File: src/sem_pkg.sv
`timescale 1ns / 1ps
`default_nettype none
// Shared types, codes and helpers for the counting semaphore.
// No dependencies; used by every other file of the block except sem_chan_if.
package sem_pkg;

  localparam int TID_W  = 5;
  localparam int CNT_W  = 16;
  localparam int IC_W   = 15;
  localparam int RC_W   = 8;
  localparam int KIND_W = 3;
  localparam int OP_W   = 2;

  localparam logic signed [CNT_W-1:0] COUNT_TOP = 16'sd32767;

  localparam logic [OP_W-1:0] OP_WAIT    = 2'd0;
  localparam logic [OP_W-1:0] OP_SIGNAL  = 2'd1;
  localparam logic [OP_W-1:0] OP_TIMEOUT = 2'd2;

  localparam logic [KIND_W-1:0] KIND_GRANTED  = 3'd0;
  localparam logic [KIND_W-1:0] KIND_BLOCKED  = 3'd1;
  localparam logic [KIND_W-1:0] KIND_RELEASED = 3'd2;
  localparam logic [KIND_W-1:0] KIND_TIMEOUT  = 3'd3;
  localparam logic [KIND_W-1:0] KIND_SIGDONE  = 3'd4;
  localparam logic [KIND_W-1:0] KIND_IGNORED  = 3'd5;

  typedef logic [IC_W-1:0] cfg_word_t;

  typedef struct packed {
    logic [OP_W-1:0]  op;
    logic [TID_W-1:0] thread_id;
    logic             timed;
    logic [RC_W-1:0]  release_count;
  } item_t;

  typedef struct packed {
    logic [KIND_W-1:0]       kind;
    logic [TID_W-1:0]        thread_out;
    logic [RC_W-1:0]         released_total;
    logic signed [CNT_W-1:0] count_now;
    logic                    last;
  } result_t;

  typedef struct packed {
    logic load;
    logic shift;
  } list_cmd_t;

  function automatic result_t mk_result(input logic [KIND_W-1:0] kind,
                                        input logic [TID_W-1:0] thr,
                                        input logic [RC_W-1:0] rel,
                                        input logic signed [CNT_W-1:0] cnt,
                                        input logic last);
    result_t r;
    r.kind           = kind;
    r.thread_out     = thr;
    r.released_total = rel;
    r.count_now      = cnt;
    r.last           = last;
    return r;
  endfunction

endpackage
`default_nettype wire

File: src/sem_chan_if.sv
`timescale 1ns / 1ps
`default_nettype none
// Valid/ready channel carrying one word of a configurable payload type.
// Used for the request, result and configuration channels.
interface sem_chan_if #(parameter type payload_t = logic);
  logic     valid;
  logic     ready;
  payload_t data;

  modport source (output valid, output data, input ready);
  modport sink (input valid, input data, output ready);
endinterface
`default_nettype wire

File: src/counting_semaphore_with_timed_waits.sv
`timescale 1ns / 1ps
`default_nettype none
// Counting semaphore with an untimed FIFO and a timed list of waiting threads.
// Channels: req (sink) takes one word per operation: wait, signal or timeout.
// rsp (source) returns result words; the final word of an operation has last
// set. cfg (sink) writes initial_count, which reloads the count and empties
// both lists; it is taken only while no operation is in progress.
// Each operation runs alone. Steps from acceptance to the final result:
//   wait:    a decide step that emits the single result word
//   signal:  decide, one release step per waiter released, one step adding any
//            units left once both lists are empty (all at once), then the done word
//   timeout: decide, then a scan of the timed list up to the thread or the fill
// Signals release one waiter per cycle while rsp is not stalled; a timeout scans
// the timed cell row one entry per cycle. The next req word is taken in the cycle
// after the final result enters the output register, unless cfg is valid.
// Results pass through one output register; while rsp is stalled the sequencer
// holds at each step that emits a word and resumes when the register frees up.
// Reset (rst, synchronous): count 0, both lists empty, no result pending.
// No clearing pass is needed: list entries beyond the fill are never read.
module counting_semaphore_with_timed_waits #(
  parameter int MAX_THREADS = 32
) (
  input  logic       clk,
  input  logic       rst,
  sem_chan_if.sink   req,
  sem_chan_if.source rsp,
  sem_chan_if.sink   cfg
);
  import sem_pkg::*;

  localparam int IW = $clog2(MAX_THREADS);
  localparam int FW = $clog2(MAX_THREADS + 1);
  localparam logic [FW:0] CAP = (FW + 1)'(MAX_THREADS);

  typedef enum logic [3:0] {
    S_IDLE   = 4'b0001,
    S_DECIDE = 4'b0010,
    S_SIGNAL = 4'b0100,
    S_SCAN   = 4'b1000
  } state_t;

  state_t                  state, state_next;
  logic [OP_W-1:0]         op, op_next;
  logic [TID_W-1:0]        tid, tid_next;
  logic                    timed, timed_next;
  logic [RC_W-1:0]         units, units_next;
  logic [RC_W-1:0]         released, released_next;
  logic signed [CNT_W-1:0] count, count_next;
  logic [FW-1:0]           fifo_fill, fifo_fill_next;
  logic [FW-1:0]           timed_fill, timed_fill_next;
  logic [FW-1:0]           scan, scan_next;
  result_t                 res, res_next;
  logic                    res_valid, res_valid_next;

  list_cmd_t        fifo_cmd, timed_cmd;
  logic [IW-1:0]    timed_shift_from;
  logic [TID_W-1:0] fifo_ids [MAX_THREADS];
  logic [TID_W-1:0] timed_ids [MAX_THREADS];

  logic                    emit_ok;
  logic [FW:0]             occ;
  logic signed [CNT_W-1:0] count_inc_sat;
  logic [IC_W+1:0]         bulk_sum;
  logic signed [CNT_W-1:0] bulk_count;

  assign emit_ok       = !res_valid || rsp.ready;
  assign occ           = {1'b0, fifo_fill} + {1'b0, timed_fill};
  assign count_inc_sat = (count < COUNT_TOP) ? count + 16'sd1 : count;
  assign bulk_sum      = (IC_W + 2)'(count[IC_W-1:0]) + (IC_W + 2)'(units);
  assign bulk_count    = (bulk_sum > (IC_W + 2)'(COUNT_TOP)) ? COUNT_TOP
                                                             : CNT_W'(bulk_sum);

  assign cfg.ready = (state == S_IDLE);
  assign req.ready = (state == S_IDLE) && !cfg.valid;
  assign rsp.valid = res_valid;
  assign rsp.data  = res;

  sem_list #(.DEPTH(MAX_THREADS), .IW(IW)) u_fifo (
    .clk        (clk),
    .cmd        (fifo_cmd),
    .load_idx   (fifo_fill[IW-1:0]),
    .shift_from ('0),
    .load_id    (tid),
    .ids        (fifo_ids)
  );

  sem_list #(.DEPTH(MAX_THREADS), .IW(IW)) u_timed (
    .clk        (clk),
    .cmd        (timed_cmd),
    .load_idx   (timed_fill[IW-1:0]),
    .shift_from (timed_shift_from),
    .load_id    (tid),
    .ids        (timed_ids)
  );

  always_comb begin
    state_next       = state;
    op_next          = op;
    tid_next         = tid;
    timed_next       = timed;
    units_next       = units;
    released_next    = released;
    count_next       = count;
    fifo_fill_next   = fifo_fill;
    timed_fill_next  = timed_fill;
    scan_next        = scan;
    res_next         = res;
    res_valid_next   = res_valid && !rsp.ready;
    fifo_cmd         = '0;
    timed_cmd        = '0;
    timed_shift_from = '0;

    case (state)
      S_IDLE: begin
        if (cfg.valid) begin
          count_next      = CNT_W'({1'b0, cfg.data});
          fifo_fill_next  = '0;
          timed_fill_next = '0;
        end else if (req.valid) begin
          op_next    = req.data.op;
          tid_next   = req.data.thread_id;
          timed_next = req.data.timed;
          units_next = (req.data.release_count == '0) ? RC_W'(1)
                                                      : req.data.release_count;
          state_next = S_DECIDE;
        end
      end

      S_DECIDE: begin
        case (op)
          OP_WAIT: begin
            if (emit_ok) begin
              res_valid_next = 1'b1;
              state_next     = S_IDLE;
              if (count > 16'sd0) begin
                count_next = count - 16'sd1;
                res_next   = mk_result(KIND_GRANTED, tid, '0, count - 16'sd1, 1'b1);
              end else if (occ >= CAP) begin
                res_next = mk_result(KIND_IGNORED, tid, '0, count, 1'b1);
              end else begin
                count_next = count - 16'sd1;
                if (timed) begin
                  timed_cmd.load  = 1'b1;
                  timed_fill_next = timed_fill + FW'(1);
                end else begin
                  fifo_cmd.load  = 1'b1;
                  fifo_fill_next = fifo_fill + FW'(1);
                end
                res_next = mk_result(KIND_BLOCKED, tid, '0, count - 16'sd1, 1'b1);
              end
            end
          end
          OP_SIGNAL: begin
            released_next = '0;
            state_next    = S_SIGNAL;
          end
          OP_TIMEOUT: begin
            scan_next  = '0;
            state_next = S_SCAN;
          end
          default: begin
            if (emit_ok) begin
              res_valid_next = 1'b1;
              res_next       = mk_result(KIND_IGNORED, tid, '0, count, 1'b1);
              state_next     = S_IDLE;
            end
          end
        endcase
      end

      S_SIGNAL: begin
        if (units == '0) begin
          if (emit_ok) begin
            res_valid_next = 1'b1;
            res_next       = mk_result(KIND_SIGDONE, '0, released, count, 1'b1);
            state_next     = S_IDLE;
          end
        end else if (fifo_fill != '0) begin
          if (emit_ok) begin
            fifo_cmd.shift = 1'b1;
            fifo_fill_next = fifo_fill - FW'(1);
            count_next     = count + 16'sd1;
            released_next  = released + RC_W'(1);
            units_next     = units - RC_W'(1);
            res_valid_next = 1'b1;
            res_next       = mk_result(KIND_RELEASED, fifo_ids[0],
                                       released + RC_W'(1), count + 16'sd1, 1'b0);
          end
        end else if (timed_fill != '0) begin
          if (emit_ok) begin
            timed_cmd.shift = 1'b1;
            timed_fill_next = timed_fill - FW'(1);
            count_next      = count + 16'sd1;
            released_next   = released + RC_W'(1);
            units_next      = units - RC_W'(1);
            res_valid_next  = 1'b1;
            res_next        = mk_result(KIND_RELEASED, timed_ids[0],
                                        released + RC_W'(1), count + 16'sd1, 1'b0);
          end
        end else begin
          count_next = bulk_count;
          units_next = '0;
        end
      end

      S_SCAN: begin
        timed_shift_from = scan[IW-1:0];
        if (scan >= timed_fill) begin
          if (emit_ok) begin
            res_valid_next = 1'b1;
            res_next       = mk_result(KIND_IGNORED, tid, '0, count, 1'b1);
            state_next     = S_IDLE;
          end
        end else if (timed_ids[scan[IW-1:0]] == tid) begin
          if (emit_ok) begin
            timed_cmd.shift = 1'b1;
            timed_fill_next = timed_fill - FW'(1);
            count_next      = count_inc_sat;
            res_valid_next  = 1'b1;
            res_next        = mk_result(KIND_TIMEOUT, tid, '0, count_inc_sat, 1'b1);
            state_next      = S_IDLE;
          end
        end else begin
          scan_next = scan + FW'(1);
        end
      end

      default: begin
        state_next = S_IDLE;
      end
    endcase
  end

  always_ff @(posedge clk) begin
    if (rst) begin
      state      <= S_IDLE;
      count      <= '0;
      fifo_fill  <= '0;
      timed_fill <= '0;
      res_valid  <= 1'b0;
    end else begin
      state      <= state_next;
      count      <= count_next;
      fifo_fill  <= fifo_fill_next;
      timed_fill <= timed_fill_next;
      res_valid  <= res_valid_next;
    end
  end

  always_ff @(posedge clk) begin
    op       <= op_next;
    tid      <= tid_next;
    timed    <= timed_next;
    units    <= units_next;
    released <= released_next;
    scan     <= scan_next;
    res      <= res_next;
  end

  a_count_tracks_waiters: assert property (@(posedge clk) disable iff (rst)
    (occ != '0) |-> (count + CNT_W'(occ) == 16'sd0))
    else $error("count does not match number of queued waiters");

  a_lists_bounded: assert property (@(posedge clk) disable iff (rst)
    occ <= CAP)
    else $error("waiter lists exceed capacity");

  a_scan_in_range: assert property (@(posedge clk) disable iff (rst)
    (state == S_SCAN) |-> (scan <= timed_fill))
    else $error("timed list scan ran past the fill");

  a_signal_drains_fifo_first: assert property (@(posedge clk) disable iff (rst)
    (timed_cmd.shift && state == S_SIGNAL) |-> (fifo_fill == '0))
    else $error("timed waiter released while FIFO waiters remain");

endmodule
`default_nettype wire

File: src/sem_cell.sv
`timescale 1ns / 1ps
`default_nettype none
// One entry of a waiter list: holds a thread id, loads a new one or
// takes its right neighbor's id when the list closes a gap. Uses sem_pkg.
module sem_cell (
  input  logic                     clk,
  input  sem_pkg::list_cmd_t       cmd,
  input  logic [sem_pkg::TID_W-1:0] load_id,
  input  logic [sem_pkg::TID_W-1:0] right_id,
  output logic [sem_pkg::TID_W-1:0] id
);
  import sem_pkg::*;

  always_ff @(posedge clk) begin
    if (cmd.load) begin
      id <= load_id;
    end else if (cmd.shift) begin
      id <= right_id;
    end
  end

endmodule
`default_nettype wire

File: src/sem_list.sv
`timescale 1ns / 1ps
`default_nettype none
// Ordered row of sem_cell entries, head at entry 0. Loads one entry at an
// index and closes a gap by shifting entries at and above an index left.
module sem_list #(
  parameter int DEPTH = 32,
  parameter int IW    = 5
) (
  input  logic                      clk,
  input  sem_pkg::list_cmd_t        cmd,
  input  logic [IW-1:0]             load_idx,
  input  logic [IW-1:0]             shift_from,
  input  logic [sem_pkg::TID_W-1:0] load_id,
  output logic [sem_pkg::TID_W-1:0] ids [DEPTH]
);
  import sem_pkg::*;

  for (genvar k = 0; k < DEPTH; k++) begin : g_cell
    list_cmd_t        cell_cmd;
    logic [TID_W-1:0] right_id;

    assign cell_cmd.load  = cmd.load && (load_idx == IW'(k));
    assign cell_cmd.shift = cmd.shift && (IW'(k) >= shift_from);

    if (k == DEPTH - 1) begin : g_end
      assign right_id = ids[k];
    end else begin : g_mid
      assign right_id = ids[k+1];
    end

    sem_cell u_cell (
      .clk      (clk),
      .cmd      (cell_cmd),
      .load_id  (load_id),
      .right_id (right_id),
      .id       (ids[k])
    );
  end

endmodule
`default_nettype wire

File: src/flat_wrapper.sv
// flat-port wrapper written by rule: the top's interface ports become plain ports
module counting_semaphore_with_timed_waits_flat import sem_pkg::*;
#(
  parameter int MAX_THREADS = 32
)
  (clk, rst, req_valid, req_data, req_ready, rsp_valid, rsp_data, rsp_ready, cfg_valid, cfg_data, cfg_ready);
  sem_chan_if #(.payload_t(item_t)) req_i ();
  sem_chan_if #(.payload_t(result_t)) rsp_i ();
  sem_chan_if #(.payload_t(cfg_word_t)) cfg_i ();
  input  logic clk;
  input  logic rst;
  input wire logic [$bits(req_i.valid)-1:0] req_valid;
  input wire logic [$bits(req_i.data)-1:0] req_data;
  output wire logic [$bits(req_i.ready)-1:0] req_ready;
  output wire logic [$bits(rsp_i.valid)-1:0] rsp_valid;
  output wire logic [$bits(rsp_i.data)-1:0] rsp_data;
  input wire logic [$bits(rsp_i.ready)-1:0] rsp_ready;
  input wire logic [$bits(cfg_i.valid)-1:0] cfg_valid;
  input wire logic [$bits(cfg_i.data)-1:0] cfg_data;
  output wire logic [$bits(cfg_i.ready)-1:0] cfg_ready;
  assign req_i.valid = req_valid;
  assign req_i.data = req_data;
  assign req_ready = req_i.ready;
  assign rsp_valid = rsp_i.valid;
  assign rsp_data = rsp_i.data;
  assign rsp_i.ready = rsp_ready;
  assign cfg_i.valid = cfg_valid;
  assign cfg_i.data = cfg_data;
  assign cfg_ready = cfg_i.ready;
  counting_semaphore_with_timed_waits #(.MAX_THREADS(MAX_THREADS)) u_core (.clk(clk), .rst(rst), .req(req_i), .rsp(rsp_i), .cfg(cfg_i));
endmodule
File: config.mk
export PLATFORM = sky130hd
export DESIGN_NAME = counting_semaphore_with_timed_waits_flat
export DESIGN_NICKNAME = d
export VERILOG_FILES = /design/src/sem_pkg.sv /design/src/sem_chan_if.sv /design/src/counting_semaphore_with_timed_waits.sv /design/src/sem_cell.sv /design/src/sem_list.sv /design/src/flat_wrapper.sv
export SDC_FILE = /design/constraint.sdc
export NUM_CORES = 1
export LEC_CHECK = 0
export ABC_CLOCK_PERIOD_IN_PS = 8500
export BUFFER_PORTS_ARGS = -buffer_cell sky130_fd_sc_hd__buf_2
export CAP_MARGIN = 20
export CORE_ASPECT_RATIO = 1.25
export CORE_MARGIN = 5
export CORE_UTILIZATION = 47
export DETAILED_ROUTE_END_ITERATION = 6
export PLACE_DENSITY = 0.68
export SLEW_MARGIN = 0
export SYNTH_ARGS = -nofsm -noshare
export SYNTH_HDL_FRONTEND = slang
export SYNTH_SLANG_ARGS = --single-unit
File: constraint.sdc
create_clock -name clk -period 8.5 [get_ports clk]
set_clock_uncertainty 0.2 [all_clocks]
set_input_delay 0.425 -clock clk [delete_from_list [all_inputs] [get_ports clk]]
set_output_delay 0.425 -clock clk [all_outputs]
set_load 0.01 [all_outputs]
; ---- Yosys cells after proc, flatten, opt, wreduce, memory -nomap -nowiden
; Cells that the tools add are included.
[word_totals]
regBits = 416
word_cells = 649
output_inout_bits = 36
[op_classes]
reduce_logical = 186
order_cmp = 37
addsub = 11
muxes = 236
n_eq_ne = 97
n_bitwise = 2
[ops]
columns = cell, n
row1 = 5-bit 2-to-1 mux, 127
row2 = 33-bit 2-to-1 mux, 13
row3 = 16-bit 2-to-1 mux, 14
row4 = "5-bit == test, second input constant", 32
row5 = 6-bit 2-to-1 mux, 23
row6 = 2-bit nonzero test, 65
row7 = 33-bit one-hot mux with 3 select lines, 1
row8 = 1-bit logical AND, 97
row9 = 8-bit 2-to-1 mux, 12
row10 = "5-bit by 4-bit == test with 1-bit output, second input constant", 16
row11 = "5-bit >= comparator, first input constant", 15
row12 = 33-bit one-hot mux with 2 select lines, 1
row13 = 16-bit one-hot mux with 4 select lines, 1
row14 = "5-bit by 3-bit == test with 1-bit output, second input constant", 8
row15 = "4-bit by 5-bit >= comparator with 1-bit output, first input constant", 8
row16 = 8-bit one-hot mux with 2 select lines, 2
row17 = 1-bit 2-to-1 mux, 28
row18 = "2-bit != test, second input constant", 14
row19 = 5-bit binary-select mux with 5-bit select, 1
row20 = 4-bit 2-to-1 mux, 6
row21 = 6-bit one-hot mux with 4 select lines, 1
row22 = "5-bit by 2-bit == test with 1-bit output, second input constant", 4
row23 = "3-bit by 5-bit >= comparator with 1-bit output, first input constant", 4
row24 = "6-bit by 1-bit adder with 6-bit output, second input constant", 3
row25 = 50 further kinds, 73

; ---- Longest topological paths before layout
[depth]
depth_word = 11
ltp_mapped = 16
ltp_nobuf = 12

; ---- Cells and area by module
; Synthesis repeated with hierarchy kept, for this count alone.
[hier_totals]
hier_cells = 2081
area_unflattened_um2 = 24304.6
[by_module_without_submodules]
columns = mod, cells_each, area_per_inst_um2, instances
row1 = sem_cell, 11, 212.7, 64
row2 = counting_semaphore_with_timed_waits, 1167, 9572.9, 1
row3 = sem_list, 105, 559.3, 2

; ---- Worst setup path before layout
; No wires, ideal clock.
[synth_path]
path_type = register to register
start = register u_core.scan[1]
end = register u_core.res, in the netlist u_core.rsp.data[0] (enable)
setup_time_ps = 473
path_stages_with_launch = 12
arrival_time_ps = 4954
required_time_ps = 7827
path_slack_ps = 2873
path_cell_list = edfxtp_1 -> buf_4 -> or3b_1 -> clkbuf_1 -> o21ai_0 -> nor3_1 -> a32o_1 -> a211oi_1 -> o2111ai_4 -> nor2_1 -> a21oi_1 -> a211oi_1
[synth_between]
elab_chain_cells = 7
[synth_rtl]
columns = item, line_no
row1 = start: declaration, counting_semaphore_with_timed_waits.sv:51  ; logic [FW-1:0] scan, scan_next;
row2 = start signal: assignment, counting_semaphore_with_timed_waits.sv:256  ; scan <= scan_next;
row3 = 5-bit inverter with 6-bit output (implied by the code), counting_semaphore_with_timed_waits.sv:214  ; end else if (timed_ids[scan[IW-1:0]] == tid) begin
row4 = 5-bit binary-select mux with 5-bit select, counting_semaphore_with_timed_waits.sv:214
row5 = 5-bit 2-to-1 mux (implied by the code) (2 in a row), counting_semaphore_with_timed_waits.sv:214
row6 = 5-bit == test, counting_semaphore_with_timed_waits.sv:214
row7 = 3-bit by 1-bit != test with 1-bit output (no source line), --
row8 = 7-bit AND reduction (no source line) *, --
row9 = end signal: assignment, counting_semaphore_with_timed_waits.sv:257  ; res <= res_next;
row10 = end: declaration, counting_semaphore_with_timed_waits.sv:52  ; result_t res, res_next;
; Mark *: on every way between the ends. The rest lies on a longest branch, timed or not. The select of a mux whose other input is x is not followed.
; A chain may end at the register's enable or synchronous reset.

; ---- Worst setup path in the final report
[layout_path]
start = register u_core.scan[1]
end = register u_core.u_timed.g_cell[2].u_cell.id[1] (netlist bit) (enable)
[layout_between]
elab_chain_cells = 10
[layout_rtl]
columns = item, line_no
row1 = 5-bit inverter with 6-bit output (implied by the code), counting_semaphore_with_timed_waits.sv:214
row2 = 5-bit binary-select mux with 5-bit select, counting_semaphore_with_timed_waits.sv:214
row3 = 5-bit 2-to-1 mux (implied by the code) (2 in a row), counting_semaphore_with_timed_waits.sv:214
row4 = 5-bit == test, counting_semaphore_with_timed_waits.sv:214
row5 = 1-bit 2-to-1 mux, counting_semaphore_with_timed_waits.sv:214
row6 = 1-bit 2-to-1 mux, counting_semaphore_with_timed_waits.sv:208  ; if (scan >= timed_fill) begin
row7 = 1-bit one-hot mux with 2 select lines, counting_semaphore_with_timed_waits.sv:113  ; case (state)
row8 = 1-bit logical AND *, sem_list.sv:23  ; assign cell_cmd.shift = cmd.shift && (IW'(k) >= shift_from);
row9 = 2-bit nonzero test (no source line) *, --
row10 = end signal: assignment, sem_cell.sv:16  ; id <= load_id;
row11 = end signal: assignment, sem_cell.sv:18  ; id <= right_id;
row12 = end: declaration, sem_cell.sv:10  ; output logic [sem_pkg::TID_W-1:0] id
; Marked as above.

==> results.txt <==
Req. time, crit path: 8.48 ns
First-pass GRT wire length: 107000 um
Post-Synth XOR/XNOR Area: 2.91%
GRT Util Overall: 24.3%
Routed vias: 18000
Fillers: 4297
Clock buffer depth: 3
Slew Limit Fails: 0
DRC Markers: 0
Placed Instances: 2701
Top Metal Used: met4
CTS Buf Count: 42
RSZ-0062 raised after global routing: false
Flop and latch count out of synthesis: 416
Reg2reg end: u_core.u_timed.g_cell[2].u_cell.id[1]$_DFFE_PP_
Maximum fanout along the worst path: 56
Fraction of layout cells with a size suffix above 1: 25.9%
Avg Cell Area, Syn: 11.5 um2
Vias per inst: 6.45
Hold Crit Class: in2reg
Sequential element share of the synthesized area: 50.8%
Overall Power: 4.99 mW
Top post-synthesis cells by area: edfxtp_1 48%, mux2_2 15%, nand2_1 3.0%
Max VDD drop: 0.134 mV
Netlist cell types: 79
Largest net degree at the start of global routing: 67
RR Startpoint: u_core.scan[1]$_SDFFCE_PN0P_
Die footprint: 0.0556 mm2
CTS tree: yes
Wire length per cell: 25.1 um
Synth async-reset ratio: 0%
Final critical-path share of the clock period: 58.8%
Post-synth top flop: edfxtp_1
Fmax: 0.200 GHz
DRT Pass-1 Iters: 6
Post-Syn Area: 0.0240 mm2
PwrDens: 188 mW/mm2
Post-Route WL: 70100 um
Row cnt: 92
R2R setup slack: 3.50 ns
Post-synthesis compound-gate area fraction: 11.6%
Setup Crit Path Kind: reg2reg
Final hold viol count: 0
Top-count cell post-synth: edfxtp_1
Post-synth top cells: 383 x edfxtp_1, 313 x mux2_2, 192 x nand2_1
Maxcap violations: 0
Status: complete, no violations
Skew-Pair Late Insertion Delay: 0.57 ns
Initial Utilization: 47.5%
# Post-CTS Setup Buffers: 0
Number of synthesized flops with an enable pin: 383
Die X: 212 um
Initial antenna violation count: 0
Hold Slack: 0.0540 ns
Crit start category: register
Initial DRC count: 2066
Vias in the first global route: 18000
Die height: 262 um
Mux cell area share after synthesis: 19.0%
NumNets Final: 2178
Number of warnings printed during yosys synthesis: 0
Final Setup Violations: 0
Synth top area share: 48.0%
CP endpoint kind: register
Leakage power: 9.11 nW
Area leader, netlist: edfxtp_1
Final core occ: 52.7%
Hold path depth: 3
Layout Cells excl Fill: 2794
Clock root buffer: clkbuf_16
Port bufs: 71
Largest family of logic cells by synthesized area: multiplexers
CTS clock-pin slew for the worst setup and hold paths: 0.07 ns
Slew HR: 29.0%
GP Congestion: 0.968
Ports: 72
Min-delay src: cfg_data[11]
Post-Synthesis Cells: 2080
Hold endpoint: u_core.count[11]$_SDFFE_PP0P_
Layout area overhead: 10.8%
Met2 wire length: 34600 um
Critical Path AT: 4.98 ns
Simple-Gate Fraction of Synth Area: 10.5%
Clock sink total: 416
M1 WL: 25500 um
DPL Wire Length: 48400 um
Final TNS setup: 0 ns
Core Region: 0.0504 mm2
Worst reg2reg path depth: 9
Syn nets: 2156
Fin crit period: 5.00 ns
Htree depth: 2
Overflow after GRT: 0
Post-DRT Antenna Nets: 0
Metal3 WL: 5680 um
Worst slew pin tran: 1.06 ns
Fraction of the mapped netlist area in adder cells: 2.21%
-- metal layers --
metal,global-route usage (%),vias to the layer above
met2,41.2,1006
li1,-,7937
met3,4.04,266
met1,29.5,8814
met4,13.1,0
met5,0,-
-- cells by family after synthesis --
group	after synthesis
simple gates	551
xor+xnor	78
buf+inv	175
fa+ha+maj	40
compound gates	436
mux	384
flops	416
-- power breakdown --
part | total (mW) | internal, mW | switching (mW)
logic | 0.571 | 0.201 | 0.370
registers | 2.33 | 2.24 | 0.0804
clock network | 2.09 | 1.27 | 0.825
total | 4.99 | 3.71 | 1.28
-- layout by cell type, fill, tap and decap left out, types with 8 or more instances in the layout --
cell type and instances:
a21o_1 9, nor2_1 171, buf_4 35, nor4_1 13, ha_1 36, xor2_1 37
dfxtp_1 33, and3_1 13, nand3_1 42, o32ai_1 8, and2_1 15, inv_1 28
nand4_1 21, nand3b_1 9, o2111ai_1 8, mux2i_1 45, clkbuf_16 43, mux2_2 313
o21ai_0 122, buf_2 71, o22ai_1 39, a21oi_1 126, mux4_2 26, a221oi_1 12
a31oi_1 13, nand2_1 191, o211ai_1 9, a311oi_1 10, dlygate4sd3_1 15, clkinv_2 9
a211oi_1 12, xnor2_1 39, bufinv_16 11, nor3_1 26, edfxtp_1 383, or3_1 8
-- final cells by class --
class	count	area [um2]	share of cell area [%]
flip-flops and latches	416	12200	45.8
multi-input cells	1489	11100	41.9
clock buffers	44	1080	4.07
well taps	658	823	3.10
repair buffers	121	768	2.89
clock inverters	33	470	1.77
inverters	32	120	0.452
diodes	1	2.50	0.00943
-- registers in the layout, summed over array words and instances (netlist names) --
register,cells
u_core.units,8
u_core.rsp.data,33
u_core.u_timed.g_cell.u_cell.id,160
u_core.timed,1
u_core.count,16
u_core.timed_fill,6
u_core.rsp.valid,1
u_core.tid,5
u_core.fifo_fill,6
u_core.scan,6
u_core.op,2
u_core.state,4
u_core.released,8
u_core.u_fifo.g_cell.u_cell.id,160
-- worst max path at each step --
stage | cells past startpoint | from | to
global route | 10 | u_core.scan[1]$_SDFFCE_PN0P_ | u_core.u_timed.g_cell[14].u_cell.id[3]$_DFFE_PP_
finish | 9 | u_core.scan[1]$_SDFFCE_PN0P_ | u_core.u_timed.g_cell[2].u_cell.id[1]$_DFFE_PP_
floorplan | 11 | u_core.scan[1]$_SDFFCE_PN0P_ | u_core.rsp.data[0]$_DFFE_PP_
detailed placement | 9 | u_core.scan[1]$_SDFFCE_PN0P_ | u_core.u_timed.g_cell[10].u_cell.id[4]$_DFFE_PP_
CTS | 9 | u_core.scan[1]$_SDFFCE_PN0P_ | u_core.u_timed.g_cell[10].u_cell.id[4]$_DFFE_PP_
global placement | 9 | u_core.scan[1]$_SDFFCE_PN0P_ | u_core.u_timed.g_cell[8].u_cell.id[0]$_DFFE_PP_
-- critical path, cell delays in order, from the launching register on --
cell       delay (ns)
edfxtp_1         0.35
buf_4            0.63
mux4_2           0.60
mux2i_1          0.26
a22oi_1          0.11
a211oi_1         0.39
o2111ai_4        0.28
o31ai_2          0.27
nand2_2          0.48
o32ai_1          0.94
-- stage by stage --
step | cell area, um2 | worst slack (ns)
2_1_floorplan | 24000 | 2.87
3_3_place_gp | 24800 | 3.78
3_5_place_dp | 24800 | 3.58
4_1_cts | 26500 | 3.56
5_1_grt | 26500 | 3.21
6_report | 26600 | 3.50
-- repair_timing --
| action | CTS | global route |
|---|---|---|
| gates resized for setup | 0 | 0 |
| hold endpoints to repair | 15 | 0 |
| hold buffers | 15 | 0 |
Note: power is estimated with default switching activity, not from simulation.
